<file path="src/hw/rtl/lpp_pkg.sv">
`timescale 1ns / 1ps
`default_nettype none
// lpp_pkg: shared types and constants of the LiDAR point prefilter.
// No dependencies; imported by every lpp_* module and the core.
package lpp_pkg;

    localparam int COORD_W        = 32;   // coordinate port width
    localparam int COORD_BITS_DEF = 32;   // default used coordinate bits
    localparam int REFL_W         = 16;
    localparam int TIME_W         = 32;
    localparam int TIME_US_W      = 64;
    localparam int RSQ_W          = 64;
    localparam int LINE_W         = 8;
    localparam int TAG_W          = 8;
    localparam int CNT_W          = 8;
    localparam int CFG_IDX_W      = 3;
    localparam int CFG_DATA_W     = 64;

    // register indexes
    localparam logic [CFG_IDX_W-1:0] CFG_MODE       = 3'd0;
    localparam logic [CFG_IDX_W-1:0] CFG_BLIND_SQ   = 3'd1;
    localparam logic [CFG_IDX_W-1:0] CFG_KEEP_EVERY = 3'd2;
    localparam logic [CFG_IDX_W-1:0] CFG_SCAN_LINES = 3'd3;
    localparam logic [CFG_IDX_W-1:0] CFG_TIME_SCALE = 3'd4;

    // modes
    localparam logic [1:0] MODE_TAGGED = 2'd0;
    localparam logic [1:0] MODE_INCL   = 2'd1;
    localparam logic [1:0] MODE_ZERO_T = 2'd3;

    // time units
    localparam logic [1:0] UNIT_S  = 2'd0;
    localparam logic [1:0] UNIT_MS = 2'd1;
    localparam logic [1:0] UNIT_US = 2'd2;
    localparam logic [1:0] UNIT_NS = 2'd3;

    // time multiplier; ns uses floor(t * ceil(2^38/1000) / 2^38), exact for 32-bit t
    localparam int TMUL_W = 29;
    localparam int TPROD_W = TIME_W + TMUL_W;
    localparam logic [TMUL_W-1:0] TMUL_S     = 29'd1000000;
    localparam logic [TMUL_W-1:0] TMUL_MS    = 29'd1000;
    localparam logic [TMUL_W-1:0] TMUL_US    = 29'd1;
    localparam logic [TMUL_W-1:0] TMUL_NS    = 29'd274877907;
    localparam int                NS_SHIFT   = 38;

    localparam int TAG_BAD_BIT = 5;

    // register reset values
    localparam logic [1:0]        RST_MODE       = 2'd0;
    localparam logic [RSQ_W-1:0]  RST_BLIND_SQ   = 64'd429497;
    localparam logic [CNT_W-1:0]  RST_KEEP_EVERY = 8'd1;
    localparam logic [LINE_W-1:0] RST_SCAN_LINES = 8'd6;
    localparam logic [1:0]        RST_TIME_SCALE = 2'd1;

    typedef struct packed {
        logic [1:0]        mode;
        logic [RSQ_W-1:0]  blind_sq;
        logic [CNT_W-1:0]  keep_every;
        logic [LINE_W-1:0] scan_lines;
        logic [1:0]        time_scale;
    } t_cfg;

endpackage
`default_nettype wire

</file>
<file path="src/hw/rtl/lpp_sel.sv">
`timescale 1ns / 1ps
`default_nettype none
// lpp_sel: frame state, decimation counter, previous-point slot and the
// per-word pass decision taken at input acceptance. Depends on lpp_pkg.
module lpp_sel
    import lpp_pkg::*;
#(
    parameter int COORD_BITS = COORD_BITS_DEF
) (
    input  wire logic                         i_clk,
    input  wire logic                         i_rst_n,
    input  wire logic                         i_acc,
    input  wire t_cfg                         i_cfg,
    input  wire logic                         i_frame_start,
    input  wire logic signed [COORD_BITS-1:0] i_x,
    input  wire logic signed [COORD_BITS-1:0] i_y,
    input  wire logic signed [COORD_BITS-1:0] i_z,
    input  wire logic [LINE_W-1:0]            i_line,
    input  wire logic [TAG_W-1:0]             i_tag,
    output logic                              o_keep
);

    logic [CNT_W-1:0]            r_cnt, n_cnt;
    logic signed [COORD_BITS-1:0] r_px, r_py, r_pz;
    logic signed [COORD_BITS-1:0] n_px, n_py, n_pz;

    logic [CNT_W-1:0]            cnt_base;
    logic signed [COORD_BITS-1:0] px_base, py_base, pz_base;
    logic [CNT_W-1:0]            keep_n;
    logic [CNT_W:0]              cnt_inc;
    logic                        wrap;
    logic                        line_ok;
    logic                        pass;
    logic                        differs;

    always_comb begin
        // frame start clears counter and slot before this word is judged
        cnt_base = i_frame_start ? '0 : r_cnt;
        px_base  = i_frame_start ? '0 : r_px;
        py_base  = i_frame_start ? '0 : r_py;
        pz_base  = i_frame_start ? '0 : r_pz;
        keep_n   = (i_cfg.keep_every == '0) ? CNT_W'(1) : i_cfg.keep_every;
        cnt_inc  = {1'b0, cnt_base} + (CNT_W+1)'(1);
        wrap     = cnt_inc >= {1'b0, keep_n};
        differs  = (i_x != px_base) || (i_y != py_base) || (i_z != pz_base);
        line_ok  = !i_frame_start && (i_line < i_cfg.scan_lines) && !i_tag[TAG_BAD_BIT];
        n_px     = '0;
        n_py     = '0;
        n_pz     = '0;
        if (i_cfg.mode == MODE_TAGGED) begin
            pass  = line_ok && wrap;
            n_cnt = !line_ok ? cnt_base : (wrap ? '0 : cnt_inc[CNT_W-1:0]);
            if (pass) begin
                n_px = i_x;
                n_py = i_y;
                n_pz = i_z;
            end
            o_keep = pass && differs;
        end else begin
            pass   = (cnt_base == '0);
            n_cnt  = wrap ? '0 : cnt_inc[CNT_W-1:0];
            o_keep = pass;
        end
    end

    always_ff @(posedge i_clk) begin
        if (!i_rst_n) begin
            r_cnt <= '0;
            r_px  <= '0;
            r_py  <= '0;
            r_pz  <= '0;
        end else if (i_acc) begin
            r_cnt <= n_cnt;
            r_px  <= n_px;
            r_py  <= n_py;
            r_pz  <= n_pz;
        end
    end

endmodule
`default_nettype wire

</file>
<file path="config.mk">
export PLATFORM = sky130hd
export DESIGN_NAME = lpp_sel
export DESIGN_NICKNAME = d
export VERILOG_FILES = /design/src/hw/rtl/lpp_pkg.sv /design/src/hw/rtl/lpp_sel.sv
export SDC_FILE = /design/constraint.sdc
export NUM_CORES = 1
export LEC_CHECK = 0
export BUFFER_PORTS_ARGS = -buffer_cell sky130_fd_sc_hd__buf_2
export CORE_MARGIN = 3
export CORE_UTILIZATION = 44
export DETAILED_ROUTE_END_ITERATION = 16
export PLACE_DENSITY = 0.82
export SETUP_SLACK_MARGIN = 0.02
export SYNTH_ARGS = -nofsm -noshare
export SYNTH_HDL_FRONTEND = slang
export SYNTH_SLANG_ARGS = --single-unit
</file>
<file path="constraint.sdc">
create_clock -name i_clk -period 5.5 [get_ports i_clk]
set_input_delay 0 -clock i_clk [delete_from_list [all_inputs] [get_ports i_clk]]
set_output_delay 0 -clock i_clk [all_outputs]
set_load 0.1 [all_outputs]
</file>
# Word-level counts from Yosys, hierarchy flattened
# Cells that the tools add are included.
# op_classes
addsub	1
n_lt_le_gt_ge	2
eq_ne	3
mux	15
n_reduce_logical	11
# ops
cell	n
32-bit 2-to-1 mux	9
32-bit inequality test	3
8-bit 2-to-1 mux	5
8-bit zero test	2
8-bit by 1-bit adder with 9-bit output (second input constant)	1
9-bit by 8-bit greater-or-equal comparator with 1-bit output	1
8-bit less-than comparator	1
1-bit logical AND	4
1-bit zero test	2
2-bit zero test	1
1-bit logical OR	2
1-bit 2-to-1 mux	1
# word_totals
register_bits	104
input_bits	200
output_inout_bits	1
wordCells	36

# Logic depth before layout (Yosys ltp)
# depth
ltp_word	6
depth_mapped	16
depth_no_buf	12

# Worst setup path before layout
# OpenSTA, ideal clock, no wires.
# synth_timing
path_kind	input to register
start	input port i_frame_start
end	register r_cnt[0]
setup_ns	0.061
arrival_ns	2.996
t_required_ns	5.439
setup_slack_ns	2.443
path_stages	14
path_buffers	5
cell_sequence	buf_2 buf_2 buf_2 buf_2 buf_1 nor2_1 ha_1 a21o_1 a21o_1 a21oi_1 o21ai_0 a221oi_2 nor3b_1 a22o_1
# synth_between
elab_chain_len	6
word_cells_on_any_way	9
cone_classes	add/sub (1); order compare (1); mux (4); reduce/logical (3)
# synth_lines
element	line	text
start: declaration	lpp_sel.sv:14	input wire logic i_frame_start,
8-bit 2-to-1 mux	lpp_sel.sv:38	cnt_base = i_frame_start ? '0 : r_cnt;
8-bit by 1-bit adder with 9-bit output	lpp_sel.sv:43	cnt_inc = {1'b0, cnt_base} + (CNT_W+1)'(1);
9-bit by 8-bit greater-or-equal comparator with 1-bit output	lpp_sel.sv:44	wrap = cnt_inc >= {1'b0, keep_n};
8-bit 2-to-1 mux	lpp_sel.sv:52, lpp_sel.sv:61	
8-bit 2-to-1 mux	lpp_sel.sv:52	n_cnt = !line_ok ? cnt_base : (wrap ? '0 : cnt_inc[CNT_W-1:0]);
8-bit 2-to-1 mux (*)	lpp_sel.sv:50	if (i_cfg.mode == MODE_TAGGED) begin
end signal: assignment	lpp_sel.sv:73	r_cnt <= n_cnt;
end: declaration	lpp_sel.sv:23	logic [CNT_W-1:0] r_cnt, n_cnt;
# Mark *: on every way between the ends. The rest lies on a longest branch, timed or not.
# A chain may end at the register's enable or synchronous reset.

# Worst setup path in the final report
# layout_timing
start	register r_cnt[0]
end	output port o_keep
# layout_between
elab_chain_len	6
word_cells_on_any_way	7
cone_classes	add/sub (1); order compare (1); mux (2); reduce/logical (3)
# layout_lines
element	line	text
8-bit 2-to-1 mux (*)	lpp_sel.sv:38	
8-bit by 1-bit adder with 9-bit output	lpp_sel.sv:43	
9-bit by 8-bit greater-or-equal comparator with 1-bit output	lpp_sel.sv:44	
1-bit logical AND	lpp_sel.sv:51	pass = line_ok && wrap;
1-bit logical AND	lpp_sel.sv:58	o_keep = pass && differs;
1-bit 2-to-1 mux (*)	lpp_sel.sv:50	
end: declaration	lpp_sel.sv:20	output logic o_keep
# Marks and branches as above.

==> results.yml <==
layout:
  fin_util: 0.612
  drive_gt1_frac: 0.178
  final_common_cell: "buf_2"
  nNetsFinal: 1060
  mostFrequentLayoutCells: "buf_2 (126), dfxtp_1 (104), a22o_1 (103)"
  instances_no_fill: 1023
  syn2layout_area_growth_pct: 34.9
clock_tree:
  postCtsSetupBuffers: 0
  tritoncts: "built"
  holdBufCountCts: 97
  clock-sinks: 104
  root_buffer: "clkbuf_16"
  clock_latency_ns: 0.35
  h-tree-depth: 3
  clock_path_buffers: 2
  numCtsBuffers: 9
  cts.repair.resized: 0
  clk_pin_slew_ns: 0.07
timing:
  slew_headroom: 0.323
  finalHoldViolations: 0
  finalCritPeriodShare: 0.637
  finalMaxSlewViolations: 0
  tightest_slew_ns: 1.01
  hold_ws_ns: 0.150
  setup_violations: 0
  finalSetupTns_ns: 0
  fmax_mhz: 285
  setup_slack_ns: 2.00
  skew_ns: 0.00696
  fin_crit_ns: 3.50
  rsz0062_at_grt: "no"
detailed_routing:
  wl_mm: 16.4
  wire_per_inst_um: 16.0
  num_vias: 5942
  avgViaCountPerCell: 5.81
  drtIter0Drc: 444
  ant_nets: 0
  drc: 0
  firstDrtPassIters: 5
grt:
  grt_overflow_total: 0
  grt_max_degree: 97
  met1_usage: 0.278
  top_usage_layer: "met2"
  grt_pass1_wl_mm: 26.7
  track_usage: 0.225
  first_global_vias: 5519
  met3_usage: 0.0538
  grt_antenna_before_repair: 0
  grt_util_met2: 0.389
critical_path:
  critPathMaxFanout: 6
  critical_path_required_ns: 5.50
  critPathKind: "reg -> out"
  timing.rr.start: "r_cnt[0]"
  arrival_ns: 3.50
  critPathTopFamily: "simple AND/OR/NAND/NOR gates"
  critPathLaunch: "r_cnt[0]"
  endpoint_kind: "primary output"
  slowest_delay_ns: 0.44
  crit_chain: "nand3_2, nor2_2, nand3_1, xor2_1, nor2_1, ha_1, nand4_1, o21ai_0, a221oi_2, nor4_1, o32a_1, buf_2"
  slowest_stage: "dfxtp_1"
  startpoint_type: "register"
  cp_num_buf_inv: 1
die:
  rows: 41
  fp.dieW_um: 121
  ios: 201
  die_h_um: 121
  core_area_um2: 12800
  initial_utilization: 0.454
  die_area_um2: 14600
placed_design:
  gp_congestion: 0.801
  placed_cells: 909
  pre_cts_slack_ns: 2.26
  hpwl_mm: 9.88
  portBuffers: 127
yosys:
  ys.flop_type: "dfxtp_1"
  netlist_area_um2: 5800
  ys_ff_latch: 104
  syn_inst: 638
  yosysSeqAreaShare: 0.359
  syn_area_per_cell_um2: 9.09
  synth_edf_count: 0
  yosysWarnings: 0
  synth_cell_types: 51
  synth_nets: 853
  async_flop_share: 0
worst_hold_path:
  min_from: "i_cfg[83]"
  hp-class: "in -> reg"
pwr:
  vdd.ir_drop.worst_mv: 0.195
  powerDensity_nw_per_um2: 211
  p_leak_nw: 3.07
status:
  outcome: "completed"
job:
  max_cap_viol_count: 0
[sequential cells by signal, summed over array words and instances (netlist names)]
| name | count |
|---|---|
| r_cnt | 8 |
| r_px | 32 |
| r_py | 32 |
| r_pz | 32 |
[routing by layer]
layer	wire length (µm)	vias up	part of all wire
li1	-	2902	-
met5	0	-	0
met4	249	0	0.015
met3	904	23	0.055
met2	7980	199	0.49
met1	7250	2818	0.44
[tightest hold or removal path, stage by stage]
cell and delay (ns):
buf_2 0.09, nor2_1 0.07, nand2_1 0.06, nor2_1 0.08, o211ai_1 0.17
[synthesized netlist by cell type, types with 5 or more instances]
cell type / instances / area, µm²
a21o_1: 6 / 45.0
a21oi_1: 10 / 50.1
a22o_1: 103 / 902
a31oi_1: 36 / 225
buf_2: 10 / 50.1
buf_4: 5 / 37.5
clkbuf_1: 12 / 45.0
dfxtp_1: 104 / 2080
ha_1: 15 / 188
inv_1: 37 / 139
nand2_1: 9 / 33.8
nand3_1: 6 / 30.0
nand4_1: 10 / 62.6
nor2_1: 88 / 330
nor4_1: 7 / 43.8
nor4bb_1: 36 / 360
o21ai_0: 10 / 50.1
o22ai_1: 6 / 37.5
o32ai_1: 32 / 280
xnor2_1: 42 / 368
[stage by stage]
stage | power (mW) | area, µm²
after global placement | 0.948 | 6550
after global routing | 1.72 | 7820
after floorplan | 0.860 | 5800
after detailed placement | 0.950 | 6550
final | 1.65 | 7820
after CTS | 1.67 | 7820
[where the power goes]
| group | internal (mW) | leakage, nW | switching, mW |
|---|---|---|---|
| clock network | 0.377 | 0.150 | 0.283 |
| registers | 0.754 | 0.837 | 0.00177 |
| logic | 0.121 | 2.08 | 0.118 |
| total | 1.25 | 3.07 | 0.403 |
[cell type report]
class / instances / area (µm²)
fill: 1068 / 4950
multi-input combinational: 466 / 3440
sequential: 104 / 2080
timing repair buffer: 227 / 1640
clock buffer: 13 / 260
tap: 172 / 215
inverter: 37 / 139
clock inverter: 3 / 40.0
antenna: 1 / 2.50
[logic make-up after synthesis]
family | count (synthesis) | share of synthesized area
AO/OA/AOI/OAI | 229 | 0.314
AND/OR/NAND/NOR | 176 | 0.176
XOR/XNOR | 46 | 0.0695
flip-flops | 104 | 0.359
adder cells (fa/ha/maj) | 15 | 0.0324
buffers and inverters | 68 | 0.0494
[path summary, 6_finish.rpt]
kind | cells after the start | slack [ns] | endpoint
max | 12 | 2.00 | o_keep
min | 5 | 0.15 | r_cnt[7]
max reg2reg | 12 | 2.11 | r_cnt[5]
min reg2reg | 1 | 0.48 | r_pz[20]
(Power assumes the default switching activity.)
