$ cat src/hw/rtl/lpp_pkg.sv
`timescale 1ns / 1ps
`default_nettype none
// lpp_pkg: shared types and constants of the LiDAR point prefilter.
// No dependencies; imported by every lpp_* module and the core.
package lpp_pkg;

    localparam int COORD_W        = 32;   // coordinate port width
    localparam int COORD_BITS_DEF = 32;   // default used coordinate bits
    localparam int REFL_W         = 16;
    localparam int TIME_W         = 32;
    localparam int TIME_US_W      = 64;
    localparam int RSQ_W          = 64;
    localparam int LINE_W         = 8;
    localparam int TAG_W          = 8;
    localparam int CNT_W          = 8;
    localparam int CFG_IDX_W      = 3;
    localparam int CFG_DATA_W     = 64;

    // register indexes
    localparam logic [CFG_IDX_W-1:0] CFG_MODE       = 3'd0;
    localparam logic [CFG_IDX_W-1:0] CFG_BLIND_SQ   = 3'd1;
    localparam logic [CFG_IDX_W-1:0] CFG_KEEP_EVERY = 3'd2;
    localparam logic [CFG_IDX_W-1:0] CFG_SCAN_LINES = 3'd3;
    localparam logic [CFG_IDX_W-1:0] CFG_TIME_SCALE = 3'd4;

    // modes
    localparam logic [1:0] MODE_TAGGED = 2'd0;
    localparam logic [1:0] MODE_INCL   = 2'd1;
    localparam logic [1:0] MODE_ZERO_T = 2'd3;

    // time units
    localparam logic [1:0] UNIT_S  = 2'd0;
    localparam logic [1:0] UNIT_MS = 2'd1;
    localparam logic [1:0] UNIT_US = 2'd2;
    localparam logic [1:0] UNIT_NS = 2'd3;

    // time multiplier; ns uses floor(t * ceil(2^38/1000) / 2^38), exact for 32-bit t
    localparam int TMUL_W = 29;
    localparam int TPROD_W = TIME_W + TMUL_W;
    localparam logic [TMUL_W-1:0] TMUL_S     = 29'd1000000;
    localparam logic [TMUL_W-1:0] TMUL_MS    = 29'd1000;
    localparam logic [TMUL_W-1:0] TMUL_US    = 29'd1;
    localparam logic [TMUL_W-1:0] TMUL_NS    = 29'd274877907;
    localparam int                NS_SHIFT   = 38;

    localparam int TAG_BAD_BIT = 5;

    // register reset values
    localparam logic [1:0]        RST_MODE       = 2'd0;
    localparam logic [RSQ_W-1:0]  RST_BLIND_SQ   = 64'd429497;
    localparam logic [CNT_W-1:0]  RST_KEEP_EVERY = 8'd1;
    localparam logic [LINE_W-1:0] RST_SCAN_LINES = 8'd6;
    localparam logic [1:0]        RST_TIME_SCALE = 2'd1;

    typedef struct packed {
        logic [1:0]        mode;
        logic [RSQ_W-1:0]  blind_sq;
        logic [CNT_W-1:0]  keep_every;
        logic [LINE_W-1:0] scan_lines;
        logic [1:0]        time_scale;
    } t_cfg;

endpackage
`default_nettype wire

$ cat src/hw/rtl/lpp_cfg.sv
`timescale 1ns / 1ps
`default_nettype none
// lpp_cfg: configuration register file of the prefilter.
// Depends on lpp_pkg.
module lpp_cfg
    import lpp_pkg::*;
(
    input  wire logic                  i_clk,
    input  wire logic                  i_rst_n,
    input  wire logic                  i_cfg_we,
    input  wire logic [CFG_IDX_W-1:0]  i_cfg_idx,
    input  wire logic [CFG_DATA_W-1:0] i_cfg_data,
    output t_cfg                       o_cfg
);

    t_cfg r_cfg;

    always_ff @(posedge i_clk) begin
        if (!i_rst_n) begin
            r_cfg.mode       <= RST_MODE;
            r_cfg.blind_sq   <= RST_BLIND_SQ;
            r_cfg.keep_every <= RST_KEEP_EVERY;
            r_cfg.scan_lines <= RST_SCAN_LINES;
            r_cfg.time_scale <= RST_TIME_SCALE;
        end else if (i_cfg_we) begin
            case (i_cfg_idx)
                CFG_MODE:       r_cfg.mode       <= i_cfg_data[1:0];
                CFG_BLIND_SQ:   r_cfg.blind_sq   <= i_cfg_data[RSQ_W-1:0];
                CFG_KEEP_EVERY: r_cfg.keep_every <= i_cfg_data[CNT_W-1:0];
                CFG_SCAN_LINES: r_cfg.scan_lines <= i_cfg_data[LINE_W-1:0];
                CFG_TIME_SCALE: r_cfg.time_scale <= i_cfg_data[1:0];
                default: ;
            endcase
        end
    end

    assign o_cfg = r_cfg;

endmodule
`default_nettype wire

$ cat config.mk
export PLATFORM = sky130hd
export DESIGN_NAME = lpp_cfg
export DESIGN_NICKNAME = d
export VERILOG_FILES = /design/src/hw/rtl/lpp_pkg.sv /design/src/hw/rtl/lpp_cfg.sv
export SDC_FILE = /design/constraint.sdc
export NUM_CORES = 1
export LEC_CHECK = 0
export BUFFER_PORTS_ARGS = -buffer_cell sky130_fd_sc_hd__buf_2
export CELL_PAD_IN_SITES_DETAIL_PLACEMENT = 1
export CELL_PAD_IN_SITES_GLOBAL_PLACEMENT = 1
export CORE_MARGIN = 2
export CORE_UTILIZATION = 34
export CTS_CLUSTER_DIAMETER = 80
export CTS_CLUSTER_SIZE = 16
export DETAILED_ROUTE_END_ITERATION = 10
export PLACE_DENSITY_LB_ADDON = 0.1
export SETUP_SLACK_MARGIN = 0.2
export SYNTH_ARGS = -nofsm -noshare
export SYNTH_HDL_FRONTEND = slang
export SYNTH_SLANG_ARGS = --single-unit
$ cat constraint.sdc
create_clock -name i_clk -period 1 [get_ports i_clk]
set_input_delay 0.1 -clock i_clk [delete_from_list [all_inputs] [get_ports i_clk]]
set_output_delay 0.1 -clock i_clk [all_outputs]
set_load 0.05 [all_outputs]
# After elaboration in Yosys (flattened, before gate mapping)
# Index checks and enable logic that the tools add are counted.
[classes] order_cmp=0 shifts=0 bitwise_logic=0 n_reduce_logical=6 addsub=0 mux=0 multipliers=0 eq_ne=4 n_div=0
[ops] op="$reduce_and A2 Y1" count=5
[ops] op="$eq A3 B2 Y1 const B" count=2
[ops] op="$eq A3 B1 Y1 const B" count=1
[ops] op="$eq A3 B3 Y1 const B" count=1
[ops] op="$logic_not A3 Y1" count=1
[word_totals] elab_cells=15 rom_bits=0 memories=0 inputBits=70 out_inout_bits=84 latch_bits=0 mem_bits_rw=0 ff_bits=84

# Logic depth before layout (Yosys ltp)
# Gate-level depths: netlist (run 1).
[depth] depth_word=2 mapped_depth=4 ltp_nobuf=2

# Least setup slack after synthesis (run 1)
# No wires, ideal clock.
[synth_timing] path_kind="input -> register" from="in i_cfg_idx[2]" to="reg r_cfg, in the netlist o_cfg[19]" slack_ns=0.085 arrival_ns=0.843 cell_stages=4 setup_time_ns=0.072 path_buffers=2 path_cell_list="and4bb_1 -> buf_6 -> buf_6 -> mux2i_1"
[synth_between] elab_chain_len=2
[synth_lines] item="from (decl)" line_no="lpp_cfg.sv:11" text="input wire logic [CFG_IDX_W-1:0] i_cfg_idx,"
[synth_lines] item="$eq A3 B1 Y1" line_no="lpp_cfg.sv:26" text="case (i_cfg_idx)"
[synth_lines] item="$reduce_and A2 Y1 (no line)"
[synth_lines] item="to (decl)" line_no="lpp_cfg.sv:16" text="t_cfg r_cfg;"
# Every way passes these cells.
# A chain may end at the register's enable or synchronous reset.

# Worst setup path after layout (run 1)
[layout_timing] from="reg r_cfg, in the netlist o_cfg[36]" to="out o_cfg[36] (netlist name)"
[layout_lines] item="to (decl)" line_no="lpp_cfg.sv:13" text="output t_cfg o_cfg"
# No word-level cell between the ends.

==> results of run 1 <==
final timing paths:
check | start | to | slack (ns) | cells past startpoint
hold / removal | i_cfg_data[11] | o_cfg[29]$_SDFFE_PN1P_ | 0.02 | 3
setup / recovery | o_cfg[36]$_SDFFE_PN1P_ | o_cfg[36] | 0.03 | 1
hold reg to reg | o_cfg[37]$_SDFFE_PN0P_ | o_cfg[37]$_SDFFE_PN0P_ | 0.47 | 2
setup reg to reg | o_cfg[29]$_SDFFE_PN1P_ | o_cfg[29]$_SDFFE_PN1P_ | 0.15 | 4
per-layer routing:
| metal | wire, um | part of all wire | global-route usage |
|---|---|---|---|
| met2 | 7300 | 0.56 | 0.398 |
| met1 | 4870 | 0.37 | 0.218 |
| met5 | 0 | 0 | 0 |
| met4 | 250 | 0.019 | 0.0695 |
| met3 | 660 | 0.050 | 0.0558 |
cell usage after synthesis (all sizes together):
library cell / number
nand2: 127
dfxtp: 84
mux2i: 84
nor2b: 28
clkbuf: 17
buf: 9
and4b: 1
and4bb: 1
nand4b: 1
nand4bb: 1
nor4b: 1
nor4bb: 1
final cells by class:
| class | count | share of cell area |
|---|---|---|
| multi-input cells | 245 | 0.246 |
| flip-flops and latches | 84 | 0.272 |
| clock inverters | 4 | 0.00760 |
| clock buffers | 11 | 0.0215 |
| repair buffers | 260 | 0.427 |
| diodes | 1 | 0.000380 |
| well taps | 133 | 0.0253 |
per-stage QoR:
step / TNS [ns] / util / setup WS, ns / cells
finish: 0 / 0.677 / 0.0275 / 738
floorplan: 0 / - / 0.0851 / 355
CTS: 0 / 0.622 / 0.0173 / 711
global placement: -7.48 / 0.456 / -0.121 / 632
detailed placement: -9.30 / 0.456 / -0.188 / 632
global route: 0 / 0.677 / 0.000551 / 738
kinds of logic (layout without fill, tap and decap cells):
logic type | count (synthesis) | after routing | share of synthesized area
buffers and inverters | 26 | 275 | 0.0450
flip-flops | 84 | 84 | 0.495
multiplexers | 84 | 84 | 0.248
other | 0 | 1 | 0
AND/OR/NAND/NOR | 161 | 161 | 0.212
power by group through the flow:
stage                     registers [W]  logic (W)  clock network, W
after floorplan                 0.00379   0.000300                 0
after global routing            0.00351    0.00142           0.00263
after detailed placement        0.00354   0.000897                 0
after CTS                       0.00349    0.00120           0.00250
after global placement          0.00353   0.000884                 0
final                           0.00350    0.00135           0.00242
timing repair:
item	4_1_cts	5_1_grt
setup endpoints to repair	85	130
hold buffers	52	0
hold endpoints to repair	52	0
resized for setup	279	65
buffers inserted	11	21
pin swaps	0	1
cloned	1	5
==> run_results.csv, run 1 <==
group,metric,value,unit
route,drtIter0Drc,82,
clock_tree,clock-sinks,84,
synthesis,yosys.cell_types.count,13,
timing,slew_headroom,0.817,
route,firstDrtPassIters,4,
timing,setup_violations,0,
route,ant_nets,0,
power_and_ir_drop,net-switching-power,0.00194,W
power_and_ir_drop,power_leakage,2.77,nW
synthesis,syn-num-nets,425,
floorplanning,die-area,0.0108,mm^2
setup_path,crit_fanout,2,
timing,fin_crit_sh,0.973,
power_and_ir_drop,intPower,0.00533,W
placed_design,dpl.hpwl,6.46,mm
clock_tree,cts_tree,"yes",
clock_tree,worstSkewPairLatency,0.34,ns
placed_design,gp_congestion,0.701,
power_and_ir_drop,ir_worst_vdd,0.000730,V
setup_path,crit_family,"flip-flops",
timing,drv_slew,0,
global_routing,grt_pass1_wl,17.9,mm
floorplanning,ios,154,
power_and_ir_drop,clkPwrFrac,0.333,
setup_path,arrival,0.87,ns
clock_tree,clk_pin_slew,0.09,ns
synthesis,syn_inst,355,
synthesis,synth_top_area_share,0.495,
route,wire_per_inst,17.7,um
setup_path,cp_cell_sequence,"buf_8",
global_routing,track_usage,0.208,
job,maxCapViolations,0,
timing,rsz0062_at_grt,"true",
clock_tree,numCtsBuffers,9,
route,wl,13.1,mm
power_and_ir_drop,power-per-cell-area,1100,mW/mm^2
synthesis,ys_warn_count,0,
synthesis,avgSynthCellArea,9.56,um^2
placed_design,io_buffers,153,
synthesis,seq_area_frac_synth,0.495,
timing,tightest_slew,0.271,ns
cells_and_area,drive_gt1_frac,0.526,
cells_and_area,finalInstanceArea,0.00659,mm^2
cells_and_area,nFillCells,1031,
synthesis,synth_area_leaders,"dfxtp_1, mux2i_1, nand2_1",
timing,fmax,1.03,GHz
floorplanning,core,0.00973,mm^2
power_and_ir_drop,pwr-share-comb,0.185,
global_routing,grt_pass1_vias,3579,
setup_path,max_stage_delay,0.37,ns
setup_path,critical_path_class,"flop to output port",
cells_and_area,multiInputGateArea,0.00162,mm^2
timing,period_minus_slack,0.973,ns
setup_path,startpoint_type,"flop",
cells_and_area,seq_area,0.00179,mm^2
floorplanning,die_width,104,um
timing,holdWs,0.0201,ns
synthesis,netlist_area,0.00339,mm^2
floorplanning,rows,36,
hold_path,min_path_type,"input pin to flop",
placed_design,post_dp_cell_area,0.00443,mm^2
global_routing,grt-ovfl-total,0,
timing,hold_viol,0,
clock_tree,clockBufferDepth,2,
timing,fin_skew,0,ns
status,outcome,"completed",
synthesis,ys_ff_latch,84,
route,vias_per_cell,4.64,
cells_and_area,final_common_cell,"nand2_1",
cells_and_area,num-nets-final,670,
power_and_ir_drop,swShare,0.267,
setup_path,cp_num_buf_inv,1,
floorplanning,dieHeight,104,um
cells_and_area,largest_reg_flops,84,
global_routing,grt_max_degree,59,
global_routing,antenna_found_initial,1,
synthesis,synth_top_area_cell,"dfxtp_1",
setup_path,cp.required,0.90,ns
clock_tree,htreeDepth,3,
clock_tree,clockRootBuffer,"clkbuf_8",
cells_and_area,final_cell_mix,"nand2_1, buf_8, dfxtp_2, mux2i_1, buf_2",
floorplanning,initial_core_util,0.349,
setup_path,end_kind,"output port",
route,drc,0,
power_and_ir_drop,finalPower,0.00727,W
route,vias,3422,
power_and_ir_drop,power_frac_seq,0.481,
setup_path,crit_slowest_cell,"dfxtp_2",
cells_and_area,syn_to_final_growth,94.0,%
Note: power is estimated with default switching activity, not from simulation.
==> inputs of run 2 (changes only) <==
PLACE_DENSITY_LB_ADDON = 0.12   (was 0.1)
==> run 2 against run 1 <==
  * Count of clock-buffer cells in the layout shrank 1
  * Sequential share of layout area up 0.16 points
  * Highest routed layer unchanged
  * Register-to-register slack worse by 0.02 ns
  * Non-clock buffer count down 3
  * Core utilization is 0.49 points lower
  * Final area is 0.72% lower
  * Combinational power about the same
  * Clock skew stayed put
  * Wire length increased by 4.4%
  * Global-route usage grew 0.49 points
  * Critical endpoint is now o_cfg[81]
==> run_results.csv, run 2 (synthesized netlist as in run 1, its figures left out) <==
group,metric,value,unit
floorplanning,die-area,0.0108,mm^2
placed_design,dpl.hpwl,6.56,mm
placed_design,dp_cells,631,
floorplanning,ios,154,
hold_path,holdPathStages,3,
timing,setup_tns,0,ns
power_and_ir_drop,power_leakage,2.76,nW
cells_and_area,final_cell_mix,"nand2_1, buf_8, dfxtp_2, mux2i_1, buf_2",
global_routing,grt_pass1_wl,18.4,mm
setup_path,startpoint_type,"flop",
placed_design,gp_congestion,0.698,
floorplanning,die_width,104,um
setup_path,critical_path_class,"flop to output port",
placed_design,io_buffers,153,
route,vias,3419,
job,maxCapViolations,0,
placed_design,dp_worst_setup_slack,-0.211,ns
timing,setup_slack,0.0191,ns
hold_path,min-delay-start,"i_cfg_data[25]",
route,firstDrtPassIters,4,
hold_path,min_path_type,"input pin to flop",
global_routing,antenna_found_initial,1,
route,wire_per_inst,18.6,um
status,outcome,"completed",
power_and_ir_drop,power-per-cell-area,1110,mW/mm^2
setup_path,cp_cell_sequence,"buf_8",
clock_tree,numCtsBuffers,9,
cells_and_area,num-nets-final,667,
clock_tree,htreeDepth,3,
clock_tree,worstSkewPairLatency,0.35,ns
timing,period_minus_slack,0.981,ns
setup_path,crit_slowest_cell,"dfxtp_2",
timing,setup_violations,0,
route,vias_per_cell,4.66,
timing,fin_crit_sh,0.981,
clock_tree,clockBufferDepth,2,
clock_tree,clockRootBuffer,"clkbuf_8",
global_routing,track_usage,0.213,
timing,fin_skew,0,ns
setup_path,r2r_setup_slack,0.13,ns
setup_path,crit_family,"flip-flops",
setup_path,cp.required,0.90,ns
route,wl,13.7,mm
timing,hold_viol,0,
route,drtIter0Drc,57,
route,drc,0,
setup_path,max_stage_delay,0.37,ns
timing,drv_slew,0,
setup_path,cp_num_buf_inv,1,
hold_path,min_to,"o_cfg[43]$_SDFFE_PN0P_",
setup_path,arrival,0.88,ns
clock_tree,cts_tree,"yes",
global_routing,grt_max_degree,47,
clock_tree,clk_pin_slew,0.09,ns
cells_and_area,largest_reg_flops,84,
floorplanning,initial_core_util,0.349,
floorplanning,dieHeight,104,um
timing,rsz0062_at_grt,"true",
cells_and_area,syn_to_final_growth,92.6,%
global_routing,grt_pass1_vias,3650,
route,ant_nets,0,
floorplanning,rows,36,
timing,slew_headroom,0.734,
floorplanning,core,0.00973,mm^2
timing,tightest_slew,0.396,ns
setup_path,r2r_cells,4,
power_and_ir_drop,finalPower,0.00727,W
setup_path,r2r_start,"o_cfg[78]$_SDFFE_PN0P_",
power_and_ir_drop,ir_worst_vdd,0.000699,V
setup_path,r2r_end,"o_cfg[78]$_SDFFE_PN0P_",
global_routing,grt-ovfl-total,0,
cells_and_area,nFillCells,1011,
setup_path,crit_fanout,2,
cells_and_area,layoutNonFillerInstCount,733,
cells_and_area,drive_gt1_frac,0.531,
cells_and_area,final_common_cell,"nand2_1",
setup_path,end_kind,"output port",
clock_tree,clock-sinks,84,
timing,fmax,1.02,GHz
timing,holdWs,0.0137,ns
## run 2: worst max-delay path by stage
stage / from / endpoint / slack, ns / cells past startpoint
finish: o_cfg[81]$_SDFFE_PN0P_ / o_cfg[81] / 0.02 / 1
global route: o_cfg[78]$_SDFFE_PN0P_ / o_cfg[78] / -0.01 / 1
CTS: o_cfg[43]$_SDFFE_PN0P_ / o_cfg[43] / 0.02 / 1
detailed placement: i_cfg_idx[2] / o_cfg[42]$_SDFFE_PN0P_ / -0.21 / 4
global placement: i_cfg_idx[2] / o_cfg[68]$_SDFFE_PN0P_ / -0.12 / 4
floorplan: i_cfg_idx[2] / o_cfg[19]$_SDFFE_PN0P_ / 0.09 / 4
## run 2: per-layer routing
metal | GRT usage | vias to the layer above | wire length [um]
li1 | - | 1634 | -
met1 | 0.223 | 1644 | 5010
met2 | 0.402 | 113 | 7680
met3 | 0.0627 | 28 | 597
met4 | 0.0753 | 0 | 360
met5 | 0 | - | 0
## run 2: through the flow
stage                util  area (um^2)
finish              0.672         6540
global route        0.672         6540
CTS                 0.620         6030
detailed placement  0.452         4400
global placement    0.452         4400
floorplan               -         3430
## run 2: power by group
part	leakage [nW]	internal [W]	switching, W
combinational	1.96	0.000681	0.000665
clock	0.0939	0.00118	0.00125
sequential	0.707	0.00343	0.0000731
total	2.76	0.00529	0.00198
## run 2: repair_timing
action,4_1_cts,5_1_grt
hold endpoints to repair,46,1
hold buffers,46,1
endpoints found under the setup margin,88,137
gates cloned,3,4
resized for setup,286,57
pin swaps,1,2
buffers inserted,10,24
## run 2: area by class of cell
type                       count  area (um^2)  area share
timing repair buffer         257         2780       0.425
sequential                    84         1790       0.273
multi-input combinational    245         1620       0.248
tap                          133          166      0.0255
clock buffer                  10          138      0.0211
clock inverter                 3         40.0     0.00612
antenna                        1         2.50    0.000383
==> inputs of run 3 (changes only) <==
ABC_AREA = 1   (was unset)
CORE_UTILIZATION = 32   (was 34)
REMOVE_ABC_BUFFERS = 1   (was unset)
==> run 3 against run 2 <==
  * Clock power rose by 5%
  * Total power up 6.0%
  * Worst hold slack gained 0.012 ns
  * First-iteration DRC count grew to 2.7 times the previous value
  * Die area up 9.2%
  * Sequential share of layout area increased by 3.3 points
  * Setup slack better by 0.014 ns
  * Combinational power rose by 17%
  * Area after synthesis grew 3.1%
  * Clock skew stayed put
  * Count of clock-buffer cells in the layout rose by 2
  * Critical path type unchanged
  * Critical endpoint is now o_cfg[15]
==> run_results.csv, run 3 <==
group,metric,value,unit
clock_tree,clockBufferDepth,2,
setup_path,cp_num_buf_inv,1,
synthesis,ys_ff_latch,84,
setup_path,max_stage_delay,0.37,ns
timing,setup_violations,0,
clock_tree,clk_pin_slew,0.08,ns
floorplanning,ios,154,
cells_and_area,num-nets-final,754,
clock_tree,htreeDepth,3,
placed_design,gp_congestion,0.755,
cells_and_area,final_common_cell,"nor2_1",
timing,slew_headroom,0.765,
clock_tree,clockRootBuffer,"clkbuf_8",
global_routing,grt-ovfl-total,0,
timing,hold_viol,0,
setup_path,critical_path_class,"flop to output port",
synthesis,synth_top_flop_cell,"dfxtp_1",
timing,period_minus_slack,0.967,ns
global_routing,grt_max_degree,68,
setup_path,end_kind,"output port",
global_routing,antenna_found_initial,0,
synthesis,synth_top_area_cell,"dfxtp_1",
timing,fmax,1.03,GHz
power_and_ir_drop,power-per-cell-area,1320,mW/mm^2
synthesis,synth_top_area_share,0.480,
floorplanning,initial_core_util,0.326,
synthesis,synthArstFlopShare,0,
placed_design,dp_cells,795,
synthesis,yosys.cell_types.count,16,
cells_and_area,largest_reg_flops,84,
timing,setup_slack,0.0331,ns
setup_path,crit_fanout,2,
floorplanning,rows,38,
route,drtIter0Drc,155,
synthesis,synth_area_leaders,"dfxtp_1, nor2_1, nand3_1",
setup_path,cp_cell_sequence,"buf_8",
cells_and_area,nFillCells,1345,
timing,drv_slew,0,
clock_tree,cts_tree,"yes",
power_and_ir_drop,power_leakage,2.87,nW
setup_path,arrival,0.87,ns
route,ant_nets,0,
timing,fin_crit_sh,0.967,
synthesis,ys_warn_count,0,
placed_design,dp_worst_setup_slack,-0.0710,ns
clock_tree,worstSkewPairLatency,0.35,ns
route,firstDrtPassIters,4,
placed_design,io_buffers,153,
timing,fin_skew,0,ns
floorplanning,die_width,109,um
setup_path,crit_family,"flip-flops",
status,outcome,"completed",
setup_path,startpoint_type,"flop",
cells_and_area,syn_to_final_growth,66.8,%
synthesis,yosysMostFrequentCell,"nor2_1",
route,drc,0,
route,wire_per_inst,14.5,um
clock_tree,numCtsBuffers,9,
timing,setup_tns,0,ns
power_and_ir_drop,ir_worst_vdd,0.000619,V
floorplanning,dieHeight,109,um
synthesis,synth_commonest_cells,"nor2_1, nand2_1, nand3_1",
global_routing,track_usage,0.204,
setup_path,crit_slowest_cell,"dfxtp_2",
timing,tightest_slew,0.352,ns
synthesis,avgSynthCellArea,6.81,um^2
global_routing,grt_pass1_vias,3943,
route,vias,3748,
setup_path,cp.required,0.90,ns
synthesis,syn_inst,514,
clock_tree,clock-sinks,84,
hold_path,min_path_type,"input pin to flop",
cells_and_area,layoutNonFillerInstCount,829,
route,vias_per_cell,4.52,
synthesis,seq_area_frac_synth,0.480,
synthesis,netlist_area,0.00350,mm^2
global_routing,grt_pass1_wl,18.8,mm
floorplanning,core,0.0107,mm^2
floorplanning,die-area,0.0118,mm^2
timing,holdWs,0.0260,ns
cells_and_area,num_antenna_cells,0,
synthesis,synth_edf_count,0,
timing,rsz0062_at_grt,"true",
cells_and_area,drive_gt1_frac,0.419,
job,maxCapViolations,0,
route,wl,12.0,mm
placed_design,dpl.hpwl,7.39,mm
cells_and_area,final_cell_mix,"nor2_1, nand2_1, dfxtp_2, buf_8, nand3_1",
-- run 3: cell types whose count changed in the layout (fill, tap and decap cells not counted), sizes merged, moves of 3 or more --
cell          change
nor2b            -28
buf              -33
nand3            +85
nand2            -21
mux2i            -84
nor2            +145
dlymetal6s4s      +3
dlygate4sd3      -38
inv              +64
-- run 3: stage by stage --
step	total power, W	utilization	cell area, um^2
after floorplan	0.00437	-	3320
after global placement	0.00485	0.415	4460
after detailed placement	0.00488	0.415	4460
after CTS	0.00777	0.533	5730
after global routing	0.00808	0.543	5840
final	0.00771	0.543	5840
-- run 3: layout make-up --
| type | count | area, um^2 | area share |
|---|---|---|---|
| repair buffers | 187 | 2010 | 0.345 |
| flip-flops and latches | 84 | 1790 | 0.306 |
| multi-input cells | 338 | 1420 | 0.243 |
| inverters | 64 | 240 | 0.0411 |
| well taps | 140 | 175 | 0.0300 |
| clock buffers | 12 | 155 | 0.0266 |
| clock inverters | 4 | 47.5 | 0.00814 |
-- run 3: cells by family (layout without fill, tap and decap cells) --
logic type / count (synthesis) / count (layout) / share of synthesized area
AO/OA/AOI/OAI: 2 / 2 / 0.00286
buffers and inverters: 92 / 267 / 0.120
flip-flops: 84 / 84 / 0.480
AND/OR/NAND/NOR: 336 / 336 / 0.396
-- run 3: path summary, 6_finish.rpt --
| path | startpoint | endpoint | slack, ns | cells past startpoint |
|---|---|---|---|---|
| worst min register to register | o_cfg[18]$_SDFFE_PN1P_ | o_cfg[18]$_SDFFE_PN1P_ | 0.50 | 2 |
| worst max register to register | o_cfg[72]$_SDFFE_PN0P_ | o_cfg[72]$_SDFFE_PN0P_ | 0.26 | 3 |
| worst min-delay path | i_cfg_data[0] | o_cfg[18]$_SDFFE_PN1P_ | 0.03 | 3 |
| worst max-delay path | o_cfg[15]$_SDFFE_PN0P_ | o_cfg[15] | 0.03 | 1 |
-- run 3: what timing repair did --
action                                 CTS  global route
setup buffers                            0             4
gates resized for setup                336            14
endpoints found under the hold margin   12             0
hold buffers                            12             0
gates cloned                             0             2
setup endpoints to repair               84            94
pin swaps                                0             3
-- run 3: power breakdown --
group | switching [W] | internal, W
Clock | 0.00125 | 0.00129
Combinational | 0.000921 | 0.000658
Sequential | 0.000110 | 0.00348
-- run 3: layer usage --
layer,wire (um),vias up,global-route usage,share of wire
li1,-,1885,-,-
met1,4960,1748,0.244,0.41
met2,6050,105,0.347,0.50
met5,0,-,0,0
met4,103,0,0.0513,0.0086
met3,871,10,0.0723,0.073
-- run 3: worst min-delay path, cell delays in order --
cell     delay (ns)
buf_2          0.13
nand2_1        0.06
nand3_1        0.05
